`config.mk`:
```
export PLATFORM = sky130hd
export DESIGN_NAME = e2r_fifo
export DESIGN_NICKNAME = d
export VERILOG_FILES = /design/src/rtl/core/e2r_fifo.sv
export VERILOG_INCLUDE_DIRS = /design/src /design/src/rtl/core
export SDC_FILE = /design/constraint.sdc
export NUM_CORES = 1
export LEC_CHECK = 0
export BUFFER_PORTS_ARGS = -buffer_cell sky130_fd_sc_hd__buf_4
export CORE_ASPECT_RATIO = 1.5
export CORE_MARGIN = 2
export CORE_UTILIZATION = 40
export CTS_CLUSTER_SIZE = 14
export DETAILED_ROUTE_END_ITERATION = 10
export GPL_TIMING_DRIVEN = 0
export PLACE_DENSITY = 0.61
export RECOVER_POWER = 50
export SLEW_MARGIN = 20
export SYNTH_ARGS = -nofsm -noshare
export SYNTH_HDL_FRONTEND = slang
export SYNTH_SLANG_ARGS = --single-unit
```
`constraint.sdc`:
```
create_clock -name clk -period 3.94 [get_ports clk]
set_input_delay 0.394 -clock clk [delete_from_list [all_inputs] [get_ports clk]]
set_output_delay 0.394 -clock clk [all_outputs]
set_load 0.005 [all_outputs]
```
`src/rtl/core/euler_to_rotation_matrix_core_macros.svh`:
```
// -----------------------------------------------------------------------------
// Assertion macros for the Euler-angle rotation matrix core.
// Each macro expects clk and arst_n in scope.
// -----------------------------------------------------------------------------
`ifndef EULER_TO_ROTATION_MATRIX_CORE_MACROS_SVH
`define EULER_TO_ROTATION_MATRIX_CORE_MACROS_SVH

// A condition that must hold at every clock edge out of reset.
`define E2R_ASSERT(lbl, cond, msg) \
	lbl: assert property (@(posedge clk) disable iff (!arst_n) (cond)) else $error(msg);

// A condition that must hold in the cycle after a trigger.
`define E2R_ASSERT_NEXT(lbl, trig, cond, msg) \
	lbl: assert property (@(posedge clk) disable iff (!arst_n) (trig) |=> (cond)) \
		else $error(msg);

`endif

```
`src/rtl/core/e2r_fifo.sv`:
```
// -----------------------------------------------------------------------------
// e2r_fifo
// Small flop-based first-in first-out queue; depth must be a power of two.
// -----------------------------------------------------------------------------
`timescale 1ns / 1ps

`include "euler_to_rotation_matrix_core_macros.svh"

module e2r_fifo #(
	parameter int WIDTH = 8,
	parameter int DEPTH = 4
) (
	input  logic             clk,
	input  logic             arst_n,
	input  logic             push,
	input  logic [WIDTH-1:0] wr_data,
	output logic             full,
	input  logic             pop,
	output logic [WIDTH-1:0] rd_data,
	output logic             empty
);

	localparam int PTR_W = $clog2(DEPTH);
	localparam int CNT_W = PTR_W + 1;

	logic [WIDTH-1:0] mem_q [DEPTH];
	logic [PTR_W-1:0] wr_ptr_q;
	logic [PTR_W-1:0] rd_ptr_q;
	logic [CNT_W-1:0] count_q;
	logic             do_push;
	logic             do_pop;

	// Handshake qualification.
	assign full    = (count_q == CNT_W'(DEPTH));
	assign empty   = (count_q == '0);
	assign do_push = push && !full;
	assign do_pop  = pop && !empty;
	assign rd_data = mem_q[rd_ptr_q];

	// Storage is written without reset.
	always_ff @(posedge clk) begin
		if (do_push) begin
			mem_q[wr_ptr_q] <= wr_data;
		end
	end

	// Pointers and fill count.
	always_ff @(posedge clk or negedge arst_n) begin
		if (!arst_n) begin
			wr_ptr_q <= '0;
			rd_ptr_q <= '0;
			count_q  <= '0;
		end else begin
			if (do_push) begin
				wr_ptr_q <= wr_ptr_q + 1'b1;
			end
			if (do_pop) begin
				rd_ptr_q <= rd_ptr_q + 1'b1;
			end
			unique case ({do_push, do_pop})
				2'b10:   count_q <= count_q + 1'b1;
				2'b01:   count_q <= count_q - 1'b1;
				default: count_q <= count_q;
			endcase
		end
	end

	`E2R_ASSERT(a_full_empty_excl, !(full && empty), "queue is full and empty at once")
	`E2R_ASSERT_NEXT(a_push_grows, do_push && !do_pop, count_q == $past(count_q) + 1'b1, "push lost")
	`E2R_ASSERT_NEXT(a_pop_shrinks, do_pop && !do_push, count_q == $past(count_q) - 1'b1, "pop lost")

endmodule

```
=== Word-level counts from Yosys, hierarchy flattened ===
Memory sizes are Yosys's and may differ from the RTL's.
Cells that the tools add are included.

* Register bits: 7
* RAM bits: 32
* Input port bits: 12
* Output and inout bits: 10
* Logic and storage cells: 20
* Memories kept: 1

{| class="wikitable"
|+ Memories
! memory !! words !! width !! rd ports !! clocked after memory_dff !! wr ports !! line !! RTL
|-
| mem_q || 4 || 8 || 1 || 0 || 1 || e2r_fifo.sv:26 || <nowiki>logic [WIDTH-1:0] mem_q [DEPTH];</nowiki>
|}

* $add $sub $neg: 4
* Equal/unequal tests: 3
* Mux-type cells: 3
* Reduce and logical (&&, ||, !) cells: 6

{| class="wikitable"
|+ Operators with widths
! kind !! number
|-
| $pmux 3 s2 || 1
|-
| $add 2x1->2 const B || 2
|-
| $add 3x1->3 const B || 1
|-
| $eq 3x3->1 const B || 1
|-
| $logic_not 3->1 || 1
|-
| $sub 3x1->3 const B || 1
|-
| $eq 2x1->1 const B || 1
|-
| $eq 2x2->1 const B || 1
|-
| $logic_and 1x1->1 || 2
|-
| $logic_not 1->1 || 2
|-
| $mux 1 || 2
|-
| $reduce_bool 2->1 || 1
|}

=== Logic depth before layout (Yosys ltp) ===
* Depth in word-level cells: 5
* Depth in mapped cells: 9

=== Worst setup path after synthesis ===
No wires, ideal clock.

* Kind: register to register
* From: register count_q[0]
* To: register count_q[2]
* Arrival: 1.793 ns
* Data required time: 3.861 ns
* Setup slack: 2.068 ns
* Stages on the path, launching flop included: 10
* Buffers on the path: 0
* Period minus slack after synthesis: 1.872 ns
* Cells stage by stage: dfrtp_1 -> nor3b_4 -> nor2b_4 -> inv_1 -> ha_1 -> inv_1 -> fa_1 -> xor2_1 -> nor2_1 -> xor2_1

* Longest elaborated chain between the ends: 5

{| class="wikitable"
|+ Ends and longest elaborated chain
! what !! line !! RTL
|-
| start, declared || e2r_fifo.sv:29 || <nowiki>logic [CNT_W-1:0] count_q;</nowiki>
|-
| start signal, assigned || e2r_fifo.sv:61 || <nowiki>2'b10: count_q <= count_q + 1'b1;</nowiki>
|-
| start signal, assigned || e2r_fifo.sv:62 || <nowiki>2'b01: count_q <= count_q - 1'b1;</nowiki>
|-
| start signal, assigned || e2r_fifo.sv:63 || <nowiki>default: count_q <= count_q;</nowiki>
|-
| $eq 3x3->1 (*) || e2r_fifo.sv:34 || <nowiki>assign full = (count_q == CNT_W'(DEPTH));</nowiki>
|-
| net full || e2r_fifo.sv:17 || <nowiki>output logic full,</nowiki>
|-
| $logic_not 1->1 (*) || e2r_fifo.sv:36 || <nowiki>assign do_push = push && !full;</nowiki>
|-
| $logic_and 1x1->1 (*) || e2r_fifo.sv:36 ||
|-
| $eq 2x1->1 or $eq 2x2->1 (tied branches) || e2r_fifo.sv:60 || <nowiki>unique case ({do_push, do_pop})</nowiki>
|-
| $pmux 3 s2 or $reduce_bool 2->1 (tied branches) || n/a ||
|}

The timed path passes the listed nets; every way through them passes the cells marked *.
A chain may end at the register's enable or synchronous reset.

=== Worst setup path after layout ===
* From: register count_q[0]
* To: register count_q[2]

* Longest elaborated chain between the ends: 5

{| class="wikitable"
|+ Ends and longest elaborated chain
! what !! line
|-
| $eq 3x3->1 or $logic_not 3->1 (tied branches) || e2r_fifo.sv:34, e2r_fifo.sv:35
|-
| $logic_not 1->1 (on tied branches) || e2r_fifo.sv:36, e2r_fifo.sv:37
|-
| $logic_and 1x1->1 (on tied branches) || e2r_fifo.sv:36, e2r_fifo.sv:37
|-
| $eq 2x1->1 or $eq 2x2->1 (tied branches) || e2r_fifo.sv:60
|-
| $pmux 3 s2 or $reduce_bool 2->1 (tied branches) || n/a
|}

Parallel ways exist; a longest one is shown, timed or not.

==> metrics.md <==
| Metric | Value |
|---|---|
| Total grt overflow | `0` |
| Final instance area | `1854 um2` |
| Status | `complete, no violations` |
| Syn avg cell area | `20.16 um2` |
| # IOs | `22` |
| Critical path class | `reg -> reg` |
| Layout Nets | `126` |
| CP cell instances | `nor3b_1 -> nor2b_1 -> inv_1 -> ha_1 -> inv_1 -> fa_1 -> xor2_1 -> nor2_1 -> xor2_1` |
| Place WS | `1948 ps` |
| Slew @ Worst Pin | `609.2 ps` |
| Max_cap viols | `0` |
| ANT nets after route | `0` |
| Die Wd | `55.53 um` |
| Syn Inst Count | `79` |
| CTS Sinks | `39` |
| I/O Buffers | `21` |
| Relative slew margins | `59.37%` |
| Placed cell areas | `1807 um2` |
| Vias | `778` |
| Num CTS Buffers | `5` |
| Yosys cell types | `19` |
| Clk buf depth | `2` |
| Crit path max-delay family | `simple AND/OR/NAND/NOR gates` |
| Net Count, Synth | `97` |
| Sequential element share of the synthesized area | `71.33%` |
| Worst Hold Class | `in -> reg` |
| Reg clk slew, reported paths | `70 ps` |
| H-Tree Depth | `2` |
| DRT Pass-1 Iters | `4` |
| Routed wire length | `2.426 mm` |
| Final count of hold timing violations | `0` |
| CP max stage delay | `430 ps` |
| Unrepaired setup endpoints after global routing | `false` |
| Critical Path RT | `4150 ps` |
| Fmax | `0.4630 GHz` |
| Worst-skew pair later-pin latency | `290 ps` |
| Setup slack, reg-to-reg | `1780 ps` |
| Syn-to-layout area delta | `16.42%` |
| Post-CTS Setup Bufs | `0` |
| Crit-path max FO | `7` |
| Global-route wire length before repair | `4.209 mm` |
| Fill cells | `341` |
| CORE AREA | `3889 um2` |
| Netlist Area Pre-Place | `1593 um2` |
| N_diodes | `0` |
| Dpl hpwl | `1.734 mm` |
| Peak supply drop | `0.3371 mV` |
| Pwr/cell area | `716.9 nW/um2` |
| Fin Setup TNS | `0 ps` |
| Via-to-Cell Ratio | `5.052` |
| CTS tree | `yes` |
| Crit start category | `flop` |
| Fin Clk Skew | `5.090 ps` |
| Clk root buf | `clkbuf_8` |
| Slowest CP cell | `dfrtp_1` |
| Leakage power | `0.0006854 uW` |
| WL per Instance | `15.75 um` |
| Slew Limit Fails | `0` |
| RD Place Congestion | `0.6349` |
| Crit path capture type | `flop` |
| Initial antenna violation count | `0` |
| Min Tclk post-route | `2160 ps` |
| #FFs+latches synth | `39` |
| Die area | `4513 um2` |
| Residual DRC | `0` |
| GRT Overall Usage | `13.19%` |
| DIE HEIGHT | `81.29 um` |
| Setup Viol. Count Final | `0` |
| CP bufs+invs | `2` |
| DRT iter0 DRCs | `14` |
| Vias in the first global route | `868` |
| Worst EP arrival | `2370 ps` |
| Largest net degree at the start of global routing | `13` |
| Period utilization | `54.82%` |
| Synth Warn # | `0` |
| Overall power | `1329 uW` |
| Share of cells above drive strength 1 | `30.28%` |
| Setup slack after layout | `1780 ps` |
| Initial Utilization | `40.96%` |
| Core Rows | `28` |
-- registers in the layout, summed over array words and instances, names as in the netlist --
name / cells
mem_q: 32
wr_ptr_q: 2
count_q: 3
rd_ptr_q: 2
-- power breakdown --
group	internal, uW	switching [uW]	total [uW]
Combinational	249	209	458
Clock	141	126	267
Sequential	560	44.9	605
-- worst paths after layout --
| check | startpoint | end | cells past startpoint |
|---|---|---|---|
| hold / removal | wr_data[5] | mem_q[3][5] | 1 |
| hold reg to reg | count_q[2] | count_q[2] | 1 |
| setup reg to reg | count_q[0] | count_q[2] | 9 |
| max in group asynchronous | arst_n | wr_ptr_q[0] | 2 |
| min in group asynchronous | arst_n | count_q[1] | 2 |
| setup / recovery | count_q[0] | count_q[2] | 9 |
-- through the flow --
| stage | cells | hold slack [ps] | utilization (%) |
|---|---|---|---|
| 2_1_floorplan | 79 | 98.41 | - |
| 3_3_place_gp | 145 | 209.6 | 46.46 |
| 3_5_place_dp | 145 | 213.5 | 46.46 |
| 4_1_cts | 154 | 286.8 | 49.07 |
| 5_1_grt | 154 | 363.8 | 47.68 |
| 6_report | 154 | 362.3 | 47.68 |
-- cells in the mapped netlist (all sizes together) --
master | count | area [um2]
nor2b | 1 | 13.76
mux2i | 1 | 10.01
buf | 1 | 5.000
and2 | 4 | 30.03
dfrtp | 7 | 175.2
inv | 6 | 22.52
nor3b | 1 | 18.77
edfxtp | 32 | 960.9
fa | 1 | 20.02
o31a | 1 | 10.01
xnor2 | 3 | 26.28
clkbuf | 1 | 3.750
nand2 | 1 | 3.750
ha | 5 | 62.56
mux4 | 8 | 180.2
nor2 | 1 | 3.750
xor2 | 3 | 26.28
nor3 | 1 | 5.000
mux2 | 1 | 15.01
-- layer usage --
metal	track usage (%)	wire length, um	share of wire [%]
met1	13.60	940	39
met2	22.14	1295	53
met3	5.255	129	5.3
met4	8.780	61	2.5
met5	0	0	0
-- kinds of logic (layout without fill, tap and decap cells) --
group           after synthesis  after routing  share of synthesized area (%)
fa+ha+maj                     6              6                          5.185
compound gates                1              1                         0.6285
simple gates                  9              9                          4.713
flops                        39             39                          71.33
buf+inv                       8             38                          1.963
mux                          10             10                          12.88
xor+xnor                      6              6                          3.300
-- area by class of cell --
type	count	area, um2	share of cell area (%)
buffer	2	8.758	0.4723
clock inverter	1	5.005	0.2699
sequential	39	1136	61.27
clock buffer	7	86.33	4.656
multi-input combinational	32	405.4	21.86
tap	45	56.30	3.036
inverter	6	22.52	1.215
timing repair buffer	22	133.9	7.220
-- what timing repair did --
item,CTS,global route
hold buffers,1,0
hold endpoints to repair,7,0
gates resized for setup,0,0
setup endpoints to repair,0,0
-- layout by cell type, fill, tap and decap left out --
| master | n |
|---|---|
| clkbuf_8 | 6 |
| o31a_2 | 1 |
| nor2_1 | 1 |
| buf_4 | 12 |
| mux2i_1 | 1 |
| dlygate4sd3_1 | 1 |
| mux2_4 | 1 |
| clkinv_2 | 1 |
| xor2_1 | 3 |
| fa_1 | 1 |
| and2_0 | 1 |
| nand2_1 | 1 |
| nor3b_1 | 1 |
| xnor2_1 | 3 |
| nor3_1 | 1 |
| nor2b_1 | 1 |
| inv_1 | 6 |
| edfxtp_1 | 32 |
| ha_1 | 5 |
| dfrtp_1 | 7 |
| buf_2 | 1 |
| clkbuf_1 | 11 |
| and2_2 | 3 |
| mux4_2 | 8 |
No activity file was read; power rests on OpenSTA's default activity.
