### src/rtl/core/euler_to_rotation_matrix_core_macros.svh
// -----------------------------------------------------------------------------
// Assertion macros for the Euler-angle rotation matrix core.
// Each macro expects clk and arst_n in scope.
// -----------------------------------------------------------------------------
`ifndef EULER_TO_ROTATION_MATRIX_CORE_MACROS_SVH
`define EULER_TO_ROTATION_MATRIX_CORE_MACROS_SVH

// A condition that must hold at every clock edge out of reset.
`define E2R_ASSERT(lbl, cond, msg) \
	lbl: assert property (@(posedge clk) disable iff (!arst_n) (cond)) else $error(msg);

// A condition that must hold in the cycle after a trigger.
`define E2R_ASSERT_NEXT(lbl, trig, cond, msg) \
	lbl: assert property (@(posedge clk) disable iff (!arst_n) (trig) |=> (cond)) \
		else $error(msg);

`endif

### src/rtl/core/e2r_pkg.sv
// -----------------------------------------------------------------------------
// e2r_pkg
// Shared types and constants of the Euler-angle rotation matrix core.
// -----------------------------------------------------------------------------
`timescale 1ns / 1ps

package e2r_pkg;

	// Default widths.
	localparam int ANGLE_WIDTH_DEF   = 16;
	localparam int FRACTION_BITS_DEF = 14;

	// Queue depths (powers of two).
	localparam int MID_DEPTH = 4;
	localparam int OUT_DEPTH = 32;

	// Internal angle and fixed-point format.
	localparam int TURN_W = 32;
	localparam int Q_BITS = 30;
	localparam logic [31:0] PI_Q30   = 32'd3373259426;
	localparam logic [30:0] ONE_Q30  = 31'h4000_0000;
	localparam logic [30:0] HALF_Q30 = 31'h2000_0000;

	// Reciprocal scaling for the divisions by small constants.
	localparam int RECIP_SHIFT = 33;

	// Polynomial evaluation structure.
	localparam int SIN_STEPS = 4;
	localparam int COS_STEPS = 5;
	localparam int STEP_LAT  = 3;

	// Pipeline latencies of the back end.
	localparam int TRIG_LAT = 4 + COS_STEPS * STEP_LAT + 1;
	localparam int MAT_LAT  = 4;
	localparam int BACK_LAT = TRIG_LAT + MAT_LAT;

	typedef enum logic [1:0] {
		QUAD_0 = 2'd0,
		QUAD_1 = 2'd1,
		QUAD_2 = 2'd2,
		QUAD_3 = 2'd3
	} quad_t;

	// One angle folded into the first octant.
	typedef struct packed {
		quad_t       quad;
		logic        swap;
		logic [29:0] red;
	} angle_class_t;

	// One classified item as it waits between front and back.
	typedef struct packed {
		angle_class_t roll;
		angle_class_t pitch;
		angle_class_t yaw;
	} fold_item_t;

	// Divisors of the Horner steps of the sine series.
	function automatic logic [6:0] sin_div(input int k);
		logic [6:0] d;
		unique case (k)
			0:       d = 7'd72;
			1:       d = 7'd42;
			2:       d = 7'd20;
			3:       d = 7'd6;
			default: d = 7'd1;
		endcase
		return d;
	endfunction

	// Divisors of the Horner steps of the cosine series.
	function automatic logic [6:0] cos_div(input int k);
		logic [6:0] d;
		unique case (k)
			0:       d = 7'd90;
			1:       d = 7'd56;
			2:       d = 7'd30;
			3:       d = 7'd12;
			4:       d = 7'd2;
			default: d = 7'd1;
		endcase
		return d;
	endfunction

endpackage

### src/rtl/core/e2r_fifo.sv
// -----------------------------------------------------------------------------
// e2r_fifo
// Small flop-based first-in first-out queue; depth must be a power of two.
// -----------------------------------------------------------------------------
`timescale 1ns / 1ps

`include "euler_to_rotation_matrix_core_macros.svh"

module e2r_fifo #(
	parameter int WIDTH = 8,
	parameter int DEPTH = 4
) (
	input  logic             clk,
	input  logic             arst_n,
	input  logic             push,
	input  logic [WIDTH-1:0] wr_data,
	output logic             full,
	input  logic             pop,
	output logic [WIDTH-1:0] rd_data,
	output logic             empty
);

	localparam int PTR_W = $clog2(DEPTH);
	localparam int CNT_W = PTR_W + 1;

	logic [WIDTH-1:0] mem_q [DEPTH];
	logic [PTR_W-1:0] wr_ptr_q;
	logic [PTR_W-1:0] rd_ptr_q;
	logic [CNT_W-1:0] count_q;
	logic             do_push;
	logic             do_pop;

	// Handshake qualification.
	assign full    = (count_q == CNT_W'(DEPTH));
	assign empty   = (count_q == '0);
	assign do_push = push && !full;
	assign do_pop  = pop && !empty;
	assign rd_data = mem_q[rd_ptr_q];

	// Storage is written without reset.
	always_ff @(posedge clk) begin
		if (do_push) begin
			mem_q[wr_ptr_q] <= wr_data;
		end
	end

	// Pointers and fill count.
	always_ff @(posedge clk or negedge arst_n) begin
		if (!arst_n) begin
			wr_ptr_q <= '0;
			rd_ptr_q <= '0;
			count_q  <= '0;
		end else begin
			if (do_push) begin
				wr_ptr_q <= wr_ptr_q + 1'b1;
			end
			if (do_pop) begin
				rd_ptr_q <= rd_ptr_q + 1'b1;
			end
			unique case ({do_push, do_pop})
				2'b10:   count_q <= count_q + 1'b1;
				2'b01:   count_q <= count_q - 1'b1;
				default: count_q <= count_q;
			endcase
		end
	end

	`E2R_ASSERT(a_full_empty_excl, !(full && empty), "queue is full and empty at once")
	`E2R_ASSERT_NEXT(a_push_grows, do_push && !do_pop, count_q == $past(count_q) + 1'b1, "push lost")
	`E2R_ASSERT_NEXT(a_pop_shrinks, do_pop && !do_push, count_q == $past(count_q) - 1'b1, "pop lost")

endmodule

### src/rtl/core/e2r_front.sv
// -----------------------------------------------------------------------------
// e2r_front
// Accepts items, negates and folds each angle into the first octant, and
// queues the classified item for the back end.
// -----------------------------------------------------------------------------
`timescale 1ns / 1ps

module e2r_front import e2r_pkg::*; #(
	parameter int ANGLE_WIDTH = ANGLE_WIDTH_DEF
) (
	input  logic                          clk,
	input  logic                          arst_n,
	input  logic                          push,
	output logic                          full,
	input  logic signed [ANGLE_WIDTH-1:0] roll_angle,
	input  logic signed [ANGLE_WIDTH-1:0] pitch_angle,
	input  logic signed [ANGLE_WIDTH-1:0] yaw_angle,
	input  logic                          deq,
	output fold_item_t                    item,
	output logic                          item_empty
);

	localparam logic [29:0] RED_HALF = 30'h2000_0000;

	fold_item_t fold;

	// Negate the angle as a turn, take its quadrant and reflect the upper octant.
	function automatic angle_class_t classify(input logic [ANGLE_WIDTH-1:0] a);
		logic [TURN_W-1:0] turn;
		logic [29:0]       rem;
		logic [30:0]       refl;
		angle_class_t      c;
		turn   = TURN_W'(0) - (TURN_W'(a) << (TURN_W - ANGLE_WIDTH));
		rem    = turn[29:0];
		refl   = ONE_Q30 - 31'(rem);
		c.quad = quad_t'(turn[31:30]);
		c.swap = (rem > RED_HALF);
		c.red  = c.swap ? refl[29:0] : rem;
		return c;
	endfunction

	always_comb begin
		fold.roll  = classify(roll_angle);
		fold.pitch = classify(pitch_angle);
		fold.yaw   = classify(yaw_angle);
	end

	// Queue between front and back.
	e2r_fifo #(
		.WIDTH ($bits(fold_item_t)),
		.DEPTH (MID_DEPTH)
	) u_mid_queue (
		.clk     (clk),
		.arst_n  (arst_n),
		.push    (push),
		.wr_data (fold),
		.full    (full),
		.pop     (deq),
		.rd_data (item),
		.empty   (item_empty)
	);

endmodule

### config.mk
export PLATFORM = sky130hd
export DESIGN_NAME = e2r_front
export DESIGN_NICKNAME = d
export VERILOG_FILES = /design/src/rtl/core/e2r_pkg.sv /design/src/rtl/core/e2r_fifo.sv /design/src/rtl/core/e2r_front.sv
export VERILOG_INCLUDE_DIRS = /design/src /design/src/rtl/core
export SDC_FILE = /design/constraint.sdc
export NUM_CORES = 1
export LEC_CHECK = 0
export BUFFER_PORTS_ARGS = -buffer_cell sky130_fd_sc_hd__clkbuf_2
export CAP_MARGIN = 20
export CORE_MARGIN = 3
export CORE_UTILIZATION = 62
export CTS_BUF_LIST = sky130_fd_sc_hd__clkbuf_16
export DETAILED_ROUTE_END_ITERATION = 6
export PLACE_DENSITY = 0.86
export SETUP_SLACK_MARGIN = 0.5
export SLEW_MARGIN = 20
export SYNTH_ARGS = -nofsm -noshare
export SYNTH_HDL_FRONTEND = slang
export SYNTH_SLANG_ARGS = --single-unit
### constraint.sdc
create_clock -name clk -period 3.9 [get_ports clk]
set_input_delay 1.17 -clock clk [delete_from_list [all_inputs] [get_ports clk]]
set_output_delay 1.17 -clock clk [all_outputs]
set_load 0.03 [all_outputs]
Word-level counts from Yosys, hierarchy flattened
Memories as Yosys holds them, arrays and structs flattened.
Cells that the tools add are included.
Widths: inputs -> output; s select.
{"block": "classes", "n_addsub": 10, "n_lt_le_gt_ge": 3, "eq_ne": 3, "mux": 6, "reduce_logical": 6}
{"cell": "$sub 1x32->32 const A", "count": 3}
{"cell": "$gt 30x30->1 const B", "count": 3}
{"cell": "$mux 30", "count": 3}
{"cell": "$sub 1x30->30 const A", "count": 3}
{"cell": "$pmux 3 s2", "count": 1}
{"cell": "$add 2x1->2 const B", "count": 2}
{"cell": "$add 3x1->3 const B", "count": 1}
{"cell": "$eq 3x3->1 const B", "count": 1}
{"cell": "$logic_not 3->1", "count": 1}
{"cell": "$sub 3x1->3 const B", "count": 1}
{"cell": "$eq 2x1->1 const B", "count": 1}
{"cell": "$eq 2x2->1 const B", "count": 1}
{"cell": "$logic_and 1x1->1", "count": 2}
{"cell": "$logic_not 1->1", "count": 2}
{"cell": "$mux 1", "count": 2}
{"cell": "$reduce_bool 2->1", "count": 1}
{"block": "word_totals", "regBits": 7, "ramBits": 396, "input_bits": 52, "word_cells": 32, "mem_count": 1}
{"name": "u_mid_queue.mem_q", "depth": 4, "word_bits": 99, "read_ports": 1, "rd_ports_with_merged_regs": 0, "write_ports": 1, "line_no": "e2r_fifo.sv:26", "source": "logic [WIDTH-1:0] mem_q [DEPTH];"}

Depth between registers and ports, before layout
{"block": "depth", "depth_word": 5, "depth_mapped": 12, "mapped_depth_nobuf": 10}

Modules after synthesis
A second synthesis with hierarchy kept.
{"block": "hier_totals", "hier_cells": 891, "area_unflattened_um2": 17028.8}
{"mod": "e2r_fifo", "n_inst": 1, "cells_per_inst": 554, "area_per_inst_um2": 14714.1, "seq_area_each_um2": 12066.6}
{"mod": "e2r_front", "n_inst": 1, "cells_per_inst": 337, "area_per_inst_um2": 2314.7, "seq_area_each_um2": 0.0}

Least setup slack after synthesis
Ideal clock, no wire load.
{"block": "synth_timing", "path_kind": "input-to-reg", "startpoint": "in yaw_angle[0]", "endpoint": "mem u_mid_queue.mem_q[0][20] in the netlist's numbering (data pin)", "setup_ns": 0.272, "arrival_time_ns": 3.512, "setup_slack_ns": 0.116, "cell_stages": 11, "path_cell_list": "clkbuf_1 inv_1 ha_1 buf_2 nor3b_2 nand2_1 o32a_1 a2111o_1 and2_4 nor2b_4 xnor2_1"}
{"element": "from (decl)", "line_no": "e2r_front.sv:17", "source": "input logic signed [ANGLE_WIDTH-1:0] yaw_angle,"}
{"element": "to (decl)", "line_no": "e2r_fifo.sv:26"}

==> results.txt <==
Fmax achieved: 302 MHz
Critical Path End Type: flip-flop
Routed vias: 6,366
Htree depth: 1
Syn-to-layout area delta: 14.4%
Clock latency on the worst-skew pair: 0.48 ns
Total grt overflow: 0
DP Wirelength: 14,700 um
Final hold violations: 0
Clock sinks: 211
WL per Instance: 20.4 um
Pre-antenna DRT Iters: 5
Post-route setup slack: 0.585 ns
Maximum vdd drop: 0.572 mV
Residual DRC count: 0
Status: finished, final reports clean
Die X-Extent: 136 um
Pwr per Cell Area: 669 nW/um^2
Sequential area share after synthesis: 0.604
Cells after Synth: 710
Placed instance count: 1,021
Setup_tns: 0 ns
Global-route wire length before repair: 34,400 um
Vias in the first global route: 6,594
# setup viols final: 0
Slew @ Worst Pin: 0.633 ns
Main flop type after synthesis: edfxtp_1
Commonest non-fill, non-tap cell in the layout: edfxtp_1
Cell Area, Synth: 10,400 um^2
Num rows: 46
Number of distinct library cells after synthesis: 69
Post-synth ARST share: 0.0332
#FFs+latches synth: 211
Filler instances: 962
Final WL: 21,600 um
GR Util All Layers: 0.238
Final Max Slew Viols: 0
Core area: 16,200 um^2
RePlAce Congestion: 0.961
Max_slew headroom: 0.578
Crit path kind: in -> reg
Worst-path clk slew: 0.06 ns
CP required: 4.10 ns
Pleak: 4.23 nW
EDFF count, synth: 204
Slowest CP cell: or4b_1
Io pins: 153
Initial Utilization: 0.645
Register area: 6310 um^2
Arrival @ worst endpoint: 3.52 ns
Initial antenna violation count: 0
Clk_skew: 0.0100 ns
Root Driver: clkbuf_16
# nets final: 897
Layout cells sized above 1: 0.301
Commonest cells after routing, fill and taps aside: edfxtp_1, clkbuf_2, xnor2_1, mux4_2, conb_1
Vias per std cell: 6.00
Ys Warns: 0
Die height: 136 um
Dpl ws: 0.131 ns
Crit-path cells: clkbuf_2 -> inv_1 -> ha_1 -> or4b_1 -> and3_1 -> a32oi_1 -> a211o_1 -> nor3_2 -> buf_4 -> a211oi_1 -> xnor2_1
Syn_area_per_cell: 14.7 um^2
Diode count: 0
RSZ-0062 raised after global routing: true
CP max stage delay: 0.54 ns
Min cycle time layout: 3.31 ns
IO buf count: 104
Final Cycle Share: 0.850
Footprint of the multi-input gates: 3840 um^2
CP Max Fanout: 7
Family with the most delay on the worst path: simple AND/OR/NAND/NOR gates
Die area: 18,400 um^2
Initial drt markers: 506
CTS tree: built
CP bufs+invs: 3
CTS buffer count: 20
Pin count of the biggest net entering global routing: 29
Max cap viols: 0
Critical Path Source Type: primary input
Post-DRT Antenna Nets: 0
Bufs on Longest Clock Path: 3
Non-Filler Instances: 1,061
Hold Path Class: in -> async
synth_stat cells (all sizes together), types with 10 or more instances:
library cell,number,area share
edfxtp,204,0.59
buf,59,0.040
xnor2,55,0.047
mux4,51,0.11
nor2,37,0.013
nand2,33,0.012
nor3,27,0.014
xor2,23,0.019
o21ai,22,0.011
clkbuf,21,0.0076
inv,17,0.0061
a21oi,14,0.0067
ha,11,0.013
nand3,11,0.0053
or3,10,0.0060
cell type report:
| class | count | share of cell area |
|---|---|---|
| multi-input combinational | 450 | 0.322 |
| clock buffer | 21 | 0.0441 |
| tap | 216 | 0.0227 |
| clock inverter | 13 | 0.00661 |
| inverter | 17 | 0.00619 |
| sequential | 211 | 0.529 |
| timing repair buffer | 133 | 0.0693 |
worst reg2reg max path, delay by kind of cell (launching register included):
kind / cells / cell delay, ns
AND/OR/NAND/NOR: 3 / 1.37
buffers and inverters: 2 / 0.42
flip-flops: 1 / 0.36
kinds of logic after synthesis:
logic type,Yosys count,share of synthesized area
and+or+nand+nor,183,0.0982
xor gates and xnor gates,78,0.0663
adders and majority gates,12,0.0151
other,1,0.000360
muxes,53,0.112
AOI/OAI and AO/OA,75,0.0493
buffers and inverters,97,0.0541
DFF,211,0.604
timing repair:
action	CTS	global route
gates resized for setup	0	5
pin swaps	0	1
buffers inserted	3	2
setup endpoints to repair	29	32
hold buffers	0	0
cloned	0	1
worst paths after layout:
| check | slack [ns] | depth (start not counted) | from | to |
|---|---|---|---|---|
| worst max-delay path | 0.59 | 11 | pitch_angle[1] | u_mid_queue.mem_q[0][54] |
| worst min-delay path | 0.53 | 1 | arst_n | u_mid_queue.wr_ptr_q[0] |
| worst max register to register | 1.45 | 5 | u_mid_queue.count_q[1] | u_mid_queue.mem_q[3][29] |
| worst min register to register | 0.53 | 1 | u_mid_queue.count_q[2] | u_mid_queue.count_q[2] |
| max in group asynchronous | 3.17 | 1 | arst_n | u_mid_queue.rd_ptr_q[0] |
| min in group clk | 0.53 | 1 | u_mid_queue.count_q[2] | u_mid_queue.count_q[2] |
per-stage QoR:
step            util  cell area (um^2)  hold WS [ns]  power, W
4_1_cts        0.734             11900         0.514   0.00804
5_1_grt        0.737             11900         0.533   0.00834
3_5_place_dp   0.694             11200         0.515   0.00619
2_1_floorplan      -             10700         0.457   0.00534
6_report       0.737             11900         0.527   0.00797
3_3_place_gp   0.694             11200         0.471   0.00609
metal layers:
| layer | vias to the layer above | wire [um] | global-route usage |
|---|---|---|---|
| met5 | - | 0 | 0 |
| met4 | 0 | 534 | 0.0868 |
| met3 | 48 | 1490 | 0.0420 |
| met2 | 278 | 11600 | 0.422 |
| met1 | 3176 | 8010 | 0.296 |
| li1 | 2864 | - | - |
sequential cells by signal, summed over array words and instances (netlist names):
signal and cells:
u_mid_queue.mem_q 204, u_mid_queue.rd_ptr_q 2, u_mid_queue.wr_ptr_q 2, u_mid_queue.count_q 3
where the power goes:
part / internal [W] / switching, W / total (W)
registers: 0.00303 / 0.000141 / 0.00317
logic: 0.00109 / 0.00194 / 0.00303
clock network: 0.00103 / 0.000735 / 0.00177
total: 0.00515 / 0.00282 / 0.00797
Note: power is estimated with default switching activity, not from simulation.
